===== config.mk =====
export PLATFORM = sky130hd
export DESIGN_NAME = spd_ctrl
export DESIGN_NICKNAME = d
export VERILOG_FILES = /design/src/rtl/spd_pkg.sv /design/src/rtl/spd_ctrl.sv
export SDC_FILE = /design/constraint.sdc
export NUM_CORES = 1
export LEC_CHECK = 0
export BUFFER_PORTS_ARGS = -buffer_cell sky130_fd_sc_hd__buf_2
export CAP_MARGIN = 25
export CORE_AREA = 3 3 40 42
export DETAILED_ROUTE_END_ITERATION = 10
export DIE_AREA = 0 0 43 45
export PLACE_DENSITY = 0.58
export SLEW_MARGIN = 20
export SYNTH_ARGS = -nofsm -noshare
export SYNTH_HDL_FRONTEND = slang
export SYNTH_SLANG_ARGS = --single-unit

===== constraint.sdc =====
create_clock -name clk_i -period 1.7 [get_ports clk_i]
set_input_delay 0.34 -clock clk_i [delete_from_list [all_inputs] [get_ports clk_i]]
set_output_delay 0.34 -clock clk_i [all_outputs]
set_load 0.1 [all_outputs]

===== src/rtl/spd_pkg.sv =====
`default_nettype none
package spd_pkg;

  localparam int unsigned MAX_LEN_DEFAULT = 128;

  localparam int unsigned OP_W       = 2;
  localparam int unsigned SAMPLE_W   = 16;
  localparam int unsigned DIST_W     = 33;
  localparam int unsigned OFS_W      = 5;
  localparam int unsigned OCNT_W     = 5;
  localparam int unsigned CFG_IDX_W  = 2;
  localparam int unsigned CFG_DATA_W = 33;

  // op codes of the input item
  localparam logic [OP_W-1:0] OP_APPEND_A = 2'd0;
  localparam logic [OP_W-1:0] OP_APPEND_B = 2'd1;
  localparam logic [OP_W-1:0] OP_EVAL     = 2'd2;

  // configuration register indexes
  localparam logic [CFG_IDX_W-1:0] REG_FIRST_OFFSET = 2'd0;
  localparam logic [CFG_IDX_W-1:0] REG_OFFSET_COUNT = 2'd1;
  localparam logic [CFG_IDX_W-1:0] REG_THRESHOLD_SQ = 2'd2;

  localparam logic [OFS_W-1:0]  FIRST_OFFSET_RESET = 5'd0;
  localparam logic [OCNT_W-1:0] OFFSET_COUNT_RESET = 5'd10;
  localparam logic [DIST_W-1:0] THRESHOLD_RESET    = 33'd21233664;
  localparam logic [DIST_W-1:0] DIST_SAT           = {DIST_W{1'b1}};

  typedef struct packed {
    logic load_a;
    logic load_b;
    logic eval_start;
    logic shift_load;
    logic shift_next;
    logic pair_issue;
    logic result_load;
  } spd_cmd_t;

  typedef struct packed {
    logic shift_done;
    logic shift_has_pairs;
    logic pair_last;
    logic pipe_empty;
  } spd_status_t;

endpackage
`default_nettype wire


===== src/rtl/spd_ctrl.sv =====
`default_nettype none
module spd_ctrl (
  input  wire logic                      clk_i,
  input  wire logic                      rst_ni,
  input  wire logic                      in_valid_i,
  input  wire logic [spd_pkg::OP_W-1:0]  in_op_i,
  output logic                           in_ready_o,
  output logic                           out_valid_o,
  input  wire logic                      out_ready_i,
  input  wire spd_pkg::spd_status_t      status_i,
  output spd_pkg::spd_cmd_t              cmd_o
);
  import spd_pkg::*;

  typedef enum logic [2:0] {
    S_IDLE,
    S_SHIFT,
    S_RUN,
    S_DRAIN,
    S_DONE
  } state_e;

  state_e state_q, state_d;
  logic   out_valid_q, out_valid_d;
  logic   in_xfer, slot_free;

  assign in_ready_o  = (state_q == S_IDLE);
  assign in_xfer     = in_valid_i && in_ready_o;
  assign out_valid_o = out_valid_q;
  assign slot_free   = !out_valid_q || out_ready_i;

  always_comb begin
    state_d     = state_q;
    out_valid_d = out_valid_q && !out_ready_i;
    cmd_o       = '0;
    case (state_q)
      S_IDLE: begin
        if (in_xfer) begin
          cmd_o.load_a = (in_op_i == OP_APPEND_A);
          cmd_o.load_b = (in_op_i == OP_APPEND_B);
          if (in_op_i == OP_EVAL) begin
            cmd_o.eval_start = 1'b1;
            state_d          = S_SHIFT;
          end
        end
      end
      S_SHIFT: begin
        if (status_i.shift_done) begin
          state_d = S_DRAIN;
        end else if (status_i.shift_has_pairs) begin
          cmd_o.shift_load = 1'b1;
          state_d          = S_RUN;
        end else begin
          // shift pairs nothing, skip it
          cmd_o.shift_next = 1'b1;
        end
      end
      S_RUN: begin
        cmd_o.pair_issue = 1'b1;
        if (status_i.pair_last) begin
          cmd_o.shift_next = 1'b1;
          state_d          = S_SHIFT;
        end
      end
      S_DRAIN: begin
        if (status_i.pipe_empty) begin
          state_d = S_DONE;
        end
      end
      S_DONE: begin
        if (slot_free) begin
          cmd_o.result_load = 1'b1;
          out_valid_d       = 1'b1;
          state_d           = S_IDLE;
        end
      end
      default: state_d = S_IDLE;
    endcase
  end

  always_ff @(posedge clk_i or negedge rst_ni) begin
    if (!rst_ni) begin
      state_q     <= S_IDLE;
      out_valid_q <= 1'b0;
    end else begin
      state_q     <= state_d;
      out_valid_q <= out_valid_d;
    end
  end

  a_idle_pipe_empty: assert property (@(posedge clk_i) disable iff (!rst_ni)
    (state_q == S_IDLE) |-> status_i.pipe_empty)
    else $error("input taken while pair pipeline busy");

  a_result_shown: assert property (@(posedge clk_i) disable iff (!rst_ni)
    cmd_o.result_load |=> out_valid_q)
    else $error("result loaded but not presented");

endmodule
`default_nettype wire


==> results.toml, run 1 <==
[clock_network]
cts_tree = "built"
cts_buffer_depth = 2
clk_pin_slew_ns = 0.04
clk_latency_ns = 0.24
cts-buffers-inserted = 3
root_buffer = "clkbuf_4"
clock-sinks = 4
htreeDepth = 1

[drt]
drt_iter0_markers = 4
drt-vias-per-instance = 4.63
vias = 370
ant_nets = 0
drc = 0
finalWirelength_um = 1000
dr.pass1.iters = 3
wl_per_cell_um = 12.5

[synthesis]
yosysSeqAreaShare_pct = 31.6
ys_ff_latch = 4
syn_area_per_cell_um2 = 10.2
yosys.cell_types.count = 24
netlist_instances = 31
synth_warnings = 0
syn_area_um2 = 317
synth.net_count = 41

[finish]
fin_util_pct = 59.1
syn2layout_area_growth_pct = 140
final_common_cell = "buf_2"
antenna-diode-count = 0
num-fill-cells = 111
final_cell_mix = "10 x buf_2, 9 x buf_4, 8 x buf_12"
drive_gt1_share_pct = 75.4
nets = 76

[sta]
fin_crit_ns = 1.89
finalWorstSetupSlack_ns = -0.190
finalCritPeriodShare_pct = 111
slew_headroom_pct = 67.9
drv_slew = 0
hold_viol_final = 0
hold_slack_ns = 0.435
setup-violations-final = 8
grt_setup_unrepaired = "yes"
max_freq_mhz = 529
worst_pin_slew_ns = 0.484
fin_skew_ns = 0.0105

[pwr]
ir_drop_uv = 901
p_clk_share_pct = 8.5
switching_share_pct = 49.8
power_per_cell_area_nw_per_um2 = 2000
p_seq_share_pct = 12.2
comb_power_share_pct = 79.3
p_leak_nw = 0.340
p_int_mw = 0.764
netSwitchingPower_mw = 0.758

[place]
place_ws_ns = 0.0120
gp_congestion = 0.743
portBuffers = 18

[critical_path]
worstPathArrival_ns = 1.55
cp_data_required_time_ns = 1.36
worstSetupEndpointType = "output pin"
path_class = "flip-flop to output pin"
worstSetupStartpointType = "flip-flop"
worstPathMaxFanout = 4

[global_route]
overflow = 0
grt_use_total_pct = 11.1
grt_busiest_layer = "met2"
grt_pass1_wl_um = 1550
grt_max_degree = 7
grt_use_met1_pct = 11.4
grtUsageMet3_pct = 3.59
grt_pass1_vias = 400
antenna_found_initial = 0
grt_use_met2_pct = 19.5

[floorplanning]
start_util_pct = 24.6
coreArea_um2 = 1280
row_count = 13
dieArea_um2 = 1940
ios = 19
die_y_um = 45
die_x_um = 43

[job]
max-cap-violations = 0

[run_status]
failed_checks = "negative setup slack"
outcome = "finished, violations left"

[worst_hold_path]
hold_class = "primary input to flip-flop"
[worst max-delay path, cell delays in order (launching register included)]
cell and delay (ns):
dfrtp_1 0.40, or3b_4 0.45, nor3_4 0.14, a21o_1 0.14, buf_12 0.18
[final timing paths]
| check | from | to | slack (ns) | depth (start not counted) |
|---|---|---|---|---|
| max in group asynchronous | rst_ni | state_q[0] | 1.11 | 2 |
| max reg2reg | state_q[0] | state_q[0] | 0.05 | 5 |
| min | status_i[0] | state_q[2] | 0.43 | 3 |
| max | state_q[1] | cmd_o[2] | -0.19 | 4 |
| min in group asynchronous | rst_ni | out_valid_o | 0.44 | 2 |
| min reg2reg | out_valid_o | out_valid_o | 0.56 | 2 |
[registers in the layout, indices dropped and copies added (netlist names)]
| name | flops |
|---|---|
| out_valid_o | 1 |
| state_q | 3 |
[metrics by stage]
stage / power (mW) / area [µm²] / std cells / TNS [ns]
after floorplan: 0.863 / 373 / 31 / -4.53
after global placement: 1.20 / 643 / 70 / 0
after detailed placement: 1.21 / 643 / 70 / 0
after CTS: 1.46 / 732 / 79 / -0.929
after global routing: 1.59 / 759 / 80 / -1.38
final: 1.52 / 759 / 80 / -0.902
[synthesized netlist by cell type, drive strengths merged]
library cell	number	area, µm²
nor2b	1	6.26
and4b	1	10.0
nand4b	1	8.76
nand3b	1	7.51
nor4	1	6.26
a21oi	1	5.00
o21ai	1	5.00
a21o	1	7.51
and2b	1	10.0
nor4b	1	15.0
nand2b	3	18.8
nand2	2	7.51
a211oi	1	12.5
mux2	1	11.3
nor2	2	7.51
dfrtp	4	100
buf	1	11.3
o21bai	1	7.51
nor3	2	21.3
nor4bb	1	10.0
or3b	2	20.0
nor3b	1	7.51
[per-layer routing]
| layer | wire, µm | part of all wire [%] |
|---|---|---|
| met2 | 551 | 55 |
| met4 | 0 | 0 |
| met1 | 385 | 38 |
| met3 | 66 | 6.6 |
| met5 | 0 | 0 |
[power groups by stage]
stage / combinational [mW] / clock (mW) / sequential [mW]
3_5_place_dp: 1.03 / 0 / 0.183
5_1_grt: 1.26 / 0.145 / 0.191
4_1_cts: 1.14 / 0.135 / 0.182
6_report: 1.21 / 0.129 / 0.185
2_1_floorplan: 0.644 / 0 / 0.219
3_3_place_gp: 1.02 / 0 / 0.180
[kinds of logic (layout without fill, tap and decap cells)]
family	after synthesis	in the layout	share of synthesized area [%]
buffers and inverters	1	35	3.56
muxes	1	1	3.56
DFF	4	4	31.6
and+or+nand+nor	20	20	49.4
AOI/OAI and AO/OA	5	5	11.9
[what timing repair did]
action,4_1_cts,5_1_grt
setup endpoints to repair,6,9
gates cloned,0,0
gates resized for setup,6,3
pin swaps,3,2
hold buffers,1,0
setup buffers,4,1
endpoints found under the hold margin,4,0
[cell type report]
| class | count | area (µm²) | share of cell area (%) |
|---|---|---|---|
| clock buffer | 4 | 26.3 | 3.46 |
| multi-input combinational | 26 | 289 | 38.1 |
| tap | 15 | 18.8 | 2.47 |
| sequential | 4 | 104 | 13.7 |
| timing repair buffer | 31 | 322 | 42.3 |
No activity file was read; power rests on OpenSTA's default activity.
==> run 2, diff against run 1 <==
==> constraint.sdc (replaced) <==
create_clock -name clk_i -period 1.9 [get_ports clk_i]
set_input_delay 0.38 -clock clk_i [delete_from_list [all_inputs] [get_ports clk_i]]
set_output_delay 0.38 -clock clk_i [all_outputs]
set_load 0.1 [all_outputs]
==> results.toml, run 2 (same netlist as run 1, synthesis figures left out) <==
[run_status]
outcome = "finished, violations left"
failed_checks = "negative setup slack"

[place]
placedCellCount = 66
gp_congestion = 0.716
portBuffers = 18
hpwlAfterDp_um = 639
dpl-instance-area_um2 = 598

[sta]
setup-violations-final = 2
slew_headroom_pct = 67.8
fin_skew_ns = 0.000224
max_freq_mhz = 516
drv_slew = 0
finalWorstSetupSlack_ns = -0.0387
worst_pin_slew_ns = 0.486
hold_viol_final = 0
grt_setup_unrepaired = "yes"
finalCritPeriodShare_pct = 102
fin_crit_ns = 1.94

[pwr]
power_per_cell_area_nw_per_um2 = 1740
ir_drop_uv = 917
p_leak_nw = 0.299

[drt]
finalWirelength_um = 823
dr.pass1.iters = 4
wl_per_cell_um = 11.1
drt-vias-per-instance = 4.55
drt_iter0_markers = 8
ant_nets = 0
vias = 337
drc = 0

[floorplanning]
die_x_um = 43
ios = 19
start_util_pct = 24.6
coreArea_um2 = 1280
dieArea_um2 = 1940
row_count = 13
die_y_um = 45

[global_route]
grt_max_degree = 8
grt_pass1_wl_um = 1370
overflow = 0
antenna_found_initial = 0
grt_pass1_vias = 345
grt_use_total_pct = 9.96

[clock_network]
clk_latency_ns = 0.24
cts-buffers-inserted = 3
cts_tree = "built"
cts_buffer_depth = 2
clk_pin_slew_ns = 0.04
htreeDepth = 1
root_buffer = "clkbuf_4"
clock-sinks = 4

[finish]
drive_gt1_share_pct = 71.2
final_cell_mix = "11 x buf_2, 7 x buf_12, 6 x buf_4"
antenna-diode-count = 0
stdcell_count = 74
largest_reg_flops = 3
num-fill-cells = 121
max_flop_register = "state_q"
syn2layout_area_growth_pct = 111
final_common_cell = "buf_2"
nets = 70
final_cell_area_um2 = 668

[worst_hold_path]
hold_class = "primary input to flip-flop"

[critical_path]
worstSetupStartpointType = "flip-flop"
worstSetupEndpointType = "output pin"
cp_data_required_time_ns = 1.52
worstPathArrival_ns = 1.56
worstPathMaxFanout = 5
path_class = "flip-flop to output pin"

[job]
max-cap-violations = 0
==> run 2: cell count changes in the layout (fill, tap and decap cells not counted) <==
cell      delta
buf_12       -1
nor2_2       +1
a211oi_4     -1
nor2_4       -1
a211oi_2     +1
buf_4        -3
buf_2        +1
nand2b_1     +1
buf_6        -3
nand2b_4     -1
==> run 2: power by group <==
| group | switching, mW | internal, mW |
|---|---|---|
| logic | 0.537 | 0.337 |
| registers | 0.0420 | 0.124 |
| clock network | 0.0413 | 0.0793 |
==> run 2: path summary, 6_finish.rpt <==
path                             start          end  slack [ns]  cells after the start
setup / recovery            state_q[2]     cmd_o[2]       -0.04                      4
hold / removal             status_i[0]   state_q[2]        0.45                      3
setup reg to reg            state_q[0]   state_q[0]        0.25                      5
hold reg to reg            out_valid_o  out_valid_o        0.55                      2
max in group asynchronous       rst_ni  out_valid_o        1.28                      2
min in group asynchronous       rst_ni   state_q[0]        0.49                      2
==> run 2: cell type report <==
cell class	count	area (µm²)	share of cell area [%]
sequential	4	104	15.5
multi-input combinational	26	269	40.3
tap	15	18.8	2.81
timing repair buffer	25	250	37.5
clock buffer	4	26.3	3.93
==> run 2: stage by stage <==
stage	setup slack, ns	hold slack [ns]	power, mW	utilization (%)	setup TNS (ns)
finish	-0.0387	0.447	1.16	52.0	-0.0415
global route	-0.0874	0.464	1.22	52.0	-0.182
CTS	-0.0703	0.438	1.14	50.6	-0.107
detailed placement	0.140	0.189	0.987	46.5	0
global placement	0.165	0.187	0.982	46.5	0
floorplan	-1.07	0.0844	0.772	-	-3.35
==> run 2: critical path, stage by stage (launching register included) <==
cell and delay [ns]:
dfrtp_2 0.44, or3b_4 0.42, nor3_4 0.14, a21o_1 0.14, buf_12 0.18
==> run 2: layer usage <==
layer / vias to the layer above / global-route usage [%] / part of all wire, %
met1: 151 / 12.0 / 46
met2: 13 / 13.5 / 48
met3: 0 / 2.79 / 6.0
li1: 173 / - / -
met4: 0 / 10.8 / 0
met5: - / 0 / 0
==> run 2: repair_timing <==
action / 4_1_cts / 5_1_grt
pin swaps: 2 / 1
endpoints found under the setup margin: 4 / 5
gates resized for setup: 1 / 2
hold buffers: 1 / 0
endpoints found under the hold margin: 4 / 0
setup buffers: 2 / 1
