<file path="config.mk">
export PLATFORM = sky130hd
export DESIGN_NAME = spd_datapath
export DESIGN_NICKNAME = d
export VERILOG_FILES = /design/src/rtl/spd_pkg.sv /design/src/rtl/spd_ram.sv /design/src/rtl/spd_datapath.sv
export SDC_FILE = /design/constraint.sdc
export NUM_CORES = 2
export LEC_CHECK = 0
export BUFFER_PORTS_ARGS = -buffer_cell sky130_fd_sc_hd__buf_4
export CORE_MARGIN = 8
export CORE_UTILIZATION = 60
export DETAILED_ROUTE_END_ITERATION = 12
export GPL_TIMING_DRIVEN = 0
export PLACE_DENSITY_LB_ADDON = 0.08
export SYNTH_ARGS = -nofsm -noshare
export SYNTH_HDL_FRONTEND = slang
export SYNTH_SLANG_ARGS = --single-unit
</file>
<file path="constraint.sdc">
create_clock -name clk_i -period 11.4 [get_ports clk_i]
set_clock_uncertainty 0.2 [all_clocks]
set_input_delay 0.57 -clock clk_i [delete_from_list [all_inputs] [get_ports clk_i]]
set_output_delay 0.57 -clock clk_i [all_outputs]
set_load 0.02 [all_outputs]
</file>
<file path="src/rtl/spd_pkg.sv">
`default_nettype none
package spd_pkg;

  localparam int unsigned MAX_LEN_DEFAULT = 128;

  localparam int unsigned OP_W       = 2;
  localparam int unsigned SAMPLE_W   = 16;
  localparam int unsigned DIST_W     = 33;
  localparam int unsigned OFS_W      = 5;
  localparam int unsigned OCNT_W     = 5;
  localparam int unsigned CFG_IDX_W  = 2;
  localparam int unsigned CFG_DATA_W = 33;

  // op codes of the input item
  localparam logic [OP_W-1:0] OP_APPEND_A = 2'd0;
  localparam logic [OP_W-1:0] OP_APPEND_B = 2'd1;
  localparam logic [OP_W-1:0] OP_EVAL     = 2'd2;

  // configuration register indexes
  localparam logic [CFG_IDX_W-1:0] REG_FIRST_OFFSET = 2'd0;
  localparam logic [CFG_IDX_W-1:0] REG_OFFSET_COUNT = 2'd1;
  localparam logic [CFG_IDX_W-1:0] REG_THRESHOLD_SQ = 2'd2;

  localparam logic [OFS_W-1:0]  FIRST_OFFSET_RESET = 5'd0;
  localparam logic [OCNT_W-1:0] OFFSET_COUNT_RESET = 5'd10;
  localparam logic [DIST_W-1:0] THRESHOLD_RESET    = 33'd21233664;
  localparam logic [DIST_W-1:0] DIST_SAT           = {DIST_W{1'b1}};

  typedef struct packed {
    logic load_a;
    logic load_b;
    logic eval_start;
    logic shift_load;
    logic shift_next;
    logic pair_issue;
    logic result_load;
  } spd_cmd_t;

  typedef struct packed {
    logic shift_done;
    logic shift_has_pairs;
    logic pair_last;
    logic pipe_empty;
  } spd_status_t;

endpackage
`default_nettype wire

</file>
<file path="src/rtl/spd_ram.sv">
`default_nettype none
module spd_ram #(
  parameter int unsigned WIDTH = 16,
  parameter int unsigned DEPTH = 128
) (
  input  wire logic                     clk_i,
  input  wire logic                     we_i,
  input  wire logic [$clog2(DEPTH)-1:0] waddr_i,
  input  wire logic [WIDTH-1:0]         wdata_i,
  input  wire logic [$clog2(DEPTH)-1:0] raddr_i,
  output logic      [WIDTH-1:0]         rdata_o
);

  logic [WIDTH-1:0] mem_q [DEPTH];
  logic [WIDTH-1:0] rdata_q;

  always_ff @(posedge clk_i) begin
    if (we_i) begin
      mem_q[waddr_i] <= wdata_i;
    end
    rdata_q <= mem_q[raddr_i];
  end

  assign rdata_o = rdata_q;

endmodule
`default_nettype wire

</file>
<file path="src/rtl/spd_datapath.sv">
`default_nettype none
module spd_datapath #(
  parameter int unsigned MAX_LEN = spd_pkg::MAX_LEN_DEFAULT
) (
  input  wire logic                           clk_i,
  input  wire logic                           rst_ni,
  input  wire logic                           cfg_we_i,
  input  wire logic [spd_pkg::CFG_IDX_W-1:0]  cfg_idx_i,
  input  wire logic [spd_pkg::CFG_DATA_W-1:0] cfg_data_i,
  input  wire logic [spd_pkg::SAMPLE_W-1:0]   sample_i,
  input  wire spd_pkg::spd_cmd_t              cmd_i,
  output spd_pkg::spd_status_t                status_o,
  output logic      [spd_pkg::DIST_W-1:0]     distance_sq_o,
  output logic                                dissimilar_o,
  output logic                                no_match_o,
  output logic                                overflow_o
);
  import spd_pkg::*;

  localparam int unsigned AW = $clog2(MAX_LEN);
  localparam int unsigned CW = $clog2(MAX_LEN + 1);
  // pair indexes must also hold the start of a shift, up to 46
  localparam int unsigned IW = ((CW > 6) ? CW : 6) + 1;
  localparam int unsigned OW = 7;

  // configuration
  logic [OFS_W-1:0]  first_offset_q;
  logic [OCNT_W-1:0] offset_count_q;
  logic [DIST_W-1:0] threshold_q;

  // profile bookkeeping
  logic [CW-1:0] count_a_q, count_b_q;
  logic          dropped_q;

  // shift / pair sequencing
  logic [OCNT_W-1:0]   k_q;
  logic signed [OW-1:0] o_cur, o_q;
  logic [IW-1:0]        i_q, j_q, i0, j0, cnt_a_x, cnt_b_x;
  logic                 first_q;

  // pipeline
  logic                 s1_v_q, s1_first_q, s1_last_q;
  logic signed [OW-1:0] s1_o_q;
  logic                 s2_v_q, s2_first_q, s2_last_q;
  logic [31:0]          s2_sq_q;
  logic [11:0]          s2_osq_q;
  logic                 fold_v_q;
  logic [DIST_W-1:0]    worst_q, best_q;
  logic                 any_q;

  logic [SAMPLE_W-1:0]      rdata_a, rdata_b;
  logic signed [SAMPLE_W:0] dy;
  logic signed [33:0]       dy_sq;
  logic signed [13:0]       o_sq;
  logic [DIST_W-1:0]        d_s2, worst_d, dist_res;
  logic                     full_a, full_b, too_long;

  assign full_a   = (count_a_q == CW'(MAX_LEN));
  assign full_b   = (count_b_q == CW'(MAX_LEN));
  assign too_long = (count_b_q > count_a_q);
  assign cnt_a_x  = {{(IW-CW){1'b0}}, count_a_q};
  assign cnt_b_x  = {{(IW-CW){1'b0}}, count_b_q};

  assign o_cur = $signed({{(OW-OFS_W){first_offset_q[OFS_W-1]}}, first_offset_q})
               + $signed({{(OW-OCNT_W){1'b0}}, k_q});
  // negative shift starts A late, positive shift starts B late
  assign i0 = o_cur[OW-1] ? IW'(-o_cur) : '0;
  assign j0 = o_cur[OW-1] ? '0 : IW'(o_cur);

  assign status_o.shift_done      = too_long || (k_q == offset_count_q);
  assign status_o.shift_has_pairs = (i0 < cnt_a_x) && (j0 < cnt_b_x);
  assign status_o.pair_last       = (IW'(i_q + 1'b1) >= cnt_a_x) ||
                                    (IW'(j_q + 1'b1) >= cnt_b_x);
  assign status_o.pipe_empty      = !s1_v_q && !s2_v_q && !fold_v_q;

  spd_ram #(.WIDTH(SAMPLE_W), .DEPTH(MAX_LEN)) u_ram_a (
    .clk_i   (clk_i),
    .we_i    (cmd_i.load_a && !full_a),
    .waddr_i (count_a_q[AW-1:0]),
    .wdata_i (sample_i),
    .raddr_i (i_q[AW-1:0]),
    .rdata_o (rdata_a)
  );

  spd_ram #(.WIDTH(SAMPLE_W), .DEPTH(MAX_LEN)) u_ram_b (
    .clk_i   (clk_i),
    .we_i    (cmd_i.load_b && !full_b),
    .waddr_i (count_b_q[AW-1:0]),
    .wdata_i (sample_i),
    .raddr_i (j_q[AW-1:0]),
    .rdata_o (rdata_b)
  );

  assign dy    = $signed({1'b0, rdata_b}) - $signed({1'b0, rdata_a});
  assign dy_sq = dy * dy;
  assign o_sq  = s1_o_q * s1_o_q;

  assign d_s2    = DIST_W'({s2_osq_q, 16'b0}) + DIST_W'(s2_sq_q);
  assign worst_d = (s2_first_q || (d_s2 > worst_q)) ? d_s2 : worst_q;
  assign dist_res = any_q ? best_q : DIST_SAT;

  // control state
  always_ff @(posedge clk_i or negedge rst_ni) begin
    if (!rst_ni) begin
      first_offset_q <= FIRST_OFFSET_RESET;
      offset_count_q <= OFFSET_COUNT_RESET;
      threshold_q    <= THRESHOLD_RESET;
      count_a_q      <= '0;
      count_b_q      <= '0;
      dropped_q      <= 1'b0;
      k_q            <= '0;
      s1_v_q         <= 1'b0;
      s2_v_q         <= 1'b0;
      fold_v_q       <= 1'b0;
      any_q          <= 1'b0;
    end else begin
      if (cfg_we_i) begin
        case (cfg_idx_i)
          REG_FIRST_OFFSET: first_offset_q <= cfg_data_i[OFS_W-1:0];
          REG_OFFSET_COUNT: offset_count_q <= cfg_data_i[OCNT_W-1:0];
          REG_THRESHOLD_SQ: threshold_q    <= cfg_data_i[DIST_W-1:0];
          default: ;
        endcase
      end
      if (cmd_i.load_a) begin
        if (full_a) dropped_q <= 1'b1;
        else        count_a_q <= CW'(count_a_q + 1'b1);
      end
      if (cmd_i.load_b) begin
        if (full_b) dropped_q <= 1'b1;
        else        count_b_q <= CW'(count_b_q + 1'b1);
      end
      if (cmd_i.result_load) begin
        count_a_q <= '0;
        count_b_q <= '0;
        dropped_q <= 1'b0;
      end
      if (cmd_i.eval_start) begin
        k_q   <= '0;
        any_q <= 1'b0;
      end else if (cmd_i.shift_next) begin
        k_q <= OCNT_W'(k_q + 1'b1);
      end
      s1_v_q   <= cmd_i.pair_issue;
      s2_v_q   <= s1_v_q;
      fold_v_q <= s2_v_q && s2_last_q;
      if (fold_v_q) begin
        any_q <= 1'b1;
      end
    end
  end

  // payload
  always_ff @(posedge clk_i) begin
    if (cmd_i.shift_load) begin
      i_q     <= i0;
      j_q     <= j0;
      o_q     <= o_cur;
      first_q <= 1'b1;
    end else if (cmd_i.pair_issue) begin
      i_q     <= IW'(i_q + 1'b1);
      j_q     <= IW'(j_q + 1'b1);
      first_q <= 1'b0;
    end
    s1_first_q <= first_q;
    s1_last_q  <= status_o.pair_last;
    s1_o_q     <= o_q;
    s2_first_q <= s1_first_q;
    s2_last_q  <= s1_last_q;
    s2_sq_q    <= dy_sq[31:0];
    s2_osq_q   <= o_sq[11:0];
    if (s2_v_q) begin
      worst_q <= worst_d;
    end
    if (fold_v_q && (!any_q || (worst_q < best_q))) begin
      best_q <= worst_q;
    end
    if (cmd_i.result_load) begin
      distance_sq_o <= dist_res;
      dissimilar_o  <= (dist_res > threshold_q);
      no_match_o    <= !any_q;
      overflow_o    <= dropped_q;
    end
  end

  a_counts_bounded: assert property (@(posedge clk_i) disable iff (!rst_ni)
    (count_a_q <= CW'(MAX_LEN)) && (count_b_q <= CW'(MAX_LEN)))
    else $error("profile count beyond capacity");

  a_issue_in_range: assert property (@(posedge clk_i) disable iff (!rst_ni)
    cmd_i.pair_issue |-> ((i_q < cnt_a_x) && (j_q < cnt_b_x)))
    else $error("pair read outside stored samples");

  a_fold_sets_any: assert property (@(posedge clk_i) disable iff (!rst_ni)
    fold_v_q |=> any_q)
    else $error("shift folded without marking a match");

endmodule
`default_nettype wire

</file>
==> metrics.md <==
| Metric | Value |
|---|---|
| Outcome | `finished, violations left` |
| Failing checks | `negative hold slack, max-capacitance violations, max-slew violations` |
| GRT Overall Usage | `0.295` |
| CTS Buffer Depth | `4` |
| Fin crit share | `0.848` |
| Mean Syn Cell Area | `19.4 sq um` |
| Drt wl/cell | `33.1 microns` |
| Commonest cells after routing, fill and taps aside | `edfxtp_1, mux4_2, inv_1, mux2i_1, clkbuf_16` |
| Die Span X | `566 microns` |
| Synth Instances | `9363` |
| First-pass GRT wire length | `683000 microns` |
| FP Rows | `202` |
| H-tree levels | `5` |
| Fillers | `19200` |
| Compound-Gate Fraction of Synth Area | `0.0327` |
| Crit path max-delay cell type | `xnor2_1` |
| Largest area contributor in the netlist | `edfxtp_1` |
| Vias | `95200` |
| Yosys reg bits | `4376` |
| Yosys Warn Count | `0` |
| Die area | `320000 sq um` |
| Initial DRC Count | `12700` |
| Area Overhead vs Synth | `13.5%` |
| Critical Path End Type | `flip-flop` |
| DP HPWL | `326000 microns` |
| Number of max-cap violations | `4` |
| Port bufs | `99` |
| Final setup fails | `0` |
| Setup_tns | `0 ns` |
| Cts bufs inserted | `432` |
| CP max stage delay | `1.04 ns` |
| Gpl congestion | `0.947` |
| Post-CTS Setup Repair Bufs | `0` |
| CTS clk-pin slew, worst paths | `0.07 ns` |
| Crit-path most repeated cell | `fa_1` |
| Post-Synth Adder-Cell Area | `0.0504` |
| Clk_lat worst skew | `0.97 ns` |
| Count of TritonRoute iterations in the first routing pass | `6` |
| Count of cell types in the netlist | `64` |
| CTS sink cnt | `4376` |
| Post-synth top area share | `0.699` |
| Commonest non-fill, non-tap cell in the layout | `edfxtp_1` |
| Final WL | `481000 microns` |
| Area of the multi-input gates | `48100 sq um` |
| Largest net degree at the start of global routing | `153` |
| Crit path DAT | `10.31 ns` |
| Synth Area in XOR/XNOR | `0.00589` |
| Layout cell share with drive strength beyond 1 | `0.217` |
| Drt drc | `0` |
| Initial Util | `0.601` |
| Asr flop ratio synth | `0.0158` |
| Largest family of logic cells by synthesized area | `multiplexers` |
| Max_slew headroom | `-0.0464` |
| Antenna violations before repair | `24` |
| Gr ovfl total | `0` |
| Post-route ant nets | `0` |
| CP Class | `reg2reg` |
| Synth area leaders | `edfxtp_1, mux4_2, fa_1` |
| Top Ports | `101` |
| Worst-margin pin slew | `1.57 ns` |
| CTS tree | `yes` |
| Mux share of post-synthesis cell area | `0.150` |
| DR vias/cell | `6.55` |
| CP Launch Type | `flip-flop` |
| Vias in the first global route | `94900` |
| Hold Slack | `-0.0261 ns` |
| Netlist Area Pre-Place | `181000 sq um` |
| FF-to-FF setup slack | `1.73 ns` |
| Tightest Hold Check Type | `in2reg` |
| Seq/Total Area, Yosys | `0.718` |
| Final nets | `10800` |
| Pins over their slew limit | `43` |
| Crit path time final | `9.67 ns` |
| Post-Syn Nets | `9984` |
| Clk Tree Root Cell | `clkbuf_16` |
| Die H | `566 microns` |
| Core Footprint | `302000 sq um` |
| Storage element area | `130000 sq um` |
| Post-synth EDFFs | `4221` |
| Prevailing post-synth register cell | `edfxtp_1` |
| Setup repair after global routing missed its margin | `false` |
| Hold Vio Cnt, Final | `5` |
| Crit path required time | `12.04 ns` |
| Max Clock Freq | `103 MHz` |
| Crit Path Max Fanout | `10` |
| Synth Area in Simple Gates | `0.0225` |
==> synth_stat cells, types with 4 or more instances <==
master,count
a31oi_1,5
nand2b_1,18
buf_4,10
nand4_1,37
nor4_1,11
nor3_1,19
nand3_1,44
buf_2,81
xor2_1,37
o21bai_1,10
edfxtp_1,4221
nor2_1,441
buf_1,70
a21o_1,65
and3_1,13
xnor2_1,85
o21ai_0,58
o31a_1,5
a211oi_1,72
nand2_1,322
inv_1,505
fa_1,285
ha_1,275
dfstp_2,5
o21a_1,20
and2_1,19
mux2_2,70
mux2i_1,503
o31ai_1,6
a21oi_1,197
or3_1,4
o221ai_1,249
dfrtp_1,64
mux4_2,951
a211o_1,4
dfxtp_1,86
nor2b_1,27
o211ai_1,5
o22ai_1,127
nor3b_1,5
clkbuf_1,286
clkinv_1,4
a2111oi_0,7
==> sequential cells by signal, indices dropped and copies added, names as in the netlist, 11 cells and up <==
register,cells
distance_sq_o,33
worst_q,32
s2_osq_q,11
u_ram_b.mem_q,2048
best_q,32
u_ram_b.rdata_o,16
s2_sq_q,31
u_ram_a.mem_q,2048
threshold_q,33
u_ram_a.rdata_o,16
==> kinds of logic after synthesis <==
| family | Yosys count |
|---|---|
| other | 1 |
| multiplexers | 1524 |
| AO/OA/AOI/OAI | 850 |
| buffers and inverters | 961 |
| XOR/XNOR | 122 |
| adder cells (fa/ha/maj) | 560 |
| AND/OR/NAND/NOR | 969 |
| flip-flops | 4376 |
==> per-stage QoR <==
| stage | cells | hold WS, ns | util | setup WS [ns] | instance area (sq um) |
|---|---|---|---|---|---|
| 2_1_floorplan | 9363 | 0.0744 | - | 3.66 | 181000 |
| 3_3_place_gp | 13400 | 0.114 | 0.620 | 1.92 | 187000 |
| 3_5_place_dp | 13600 | 0.117 | 0.635 | 1.90 | 192000 |
| 4_1_cts | 14500 | 0.00711 | 0.682 | 1.85 | 206000 |
| 5_1_grt | 14500 | 0.0184 | 0.682 | 1.39 | 206000 |
| 6_report | 14500 | -0.0261 | 0.682 | 1.73 | 206000 |
==> final timing paths <==
check,startpoint,end,cells after the start
worst max-delay path,u_ram_a.rdata_o[2],s2_sq_q[31],30
max in group asynchronous,rst_ni,dropped_q,2
worst min register to register,s1_first_q,s2_first_q,0
min in group asynchronous,rst_ni,threshold_q[17],2
worst min-delay path,sample_i[9],u_ram_b.mem_q[53][9],1
worst max register to register,u_ram_a.rdata_o[2],s2_sq_q[31],30
==> what timing repair did <==
action,CTS,global route
hold endpoints to repair,735,0
hold buffers,61,0
gates resized for setup,0,0
==> per-layer routing <==
layer | GRT usage | vias up | wire [microns]
met5 | 0 | - | 35
met4 | 0.106 | 4 | 20100
met3 | 0.0692 | 894 | 53000
met2 | 0.454 | 5426 | 222000
met1 | 0.420 | 49700 | 186000
li1 | - | 39200 | -
==> area by class of cell <==
type	count	share of cell area
flip-flops and latches	4376	0.632
multi-input cells	4026	0.234
clock buffers	541	0.0552
repair buffers	370	0.0245
well taps	3978	0.0242
clock inverters	253	0.0114
inverters	511	0.00931
plain buffers	450	0.00904
diodes	18	0.000219
==> worst max-delay path: cells and delay by family, from the launching register on <==
| kind | cells | cell delay, ns |
|---|---|---|
| compound gates | 10 | 2.40 |
| xor+xnor | 2 | 1.22 |
| fa+ha+maj | 8 | 3.69 |
| buf+inv | 6 | 0.83 |
| flops | 1 | 0.43 |
| simple gates | 4 | 0.77 |
Power is not shown: default switching activity piles up to over one toggle a cycle in this logic, so the estimate is an artifact.
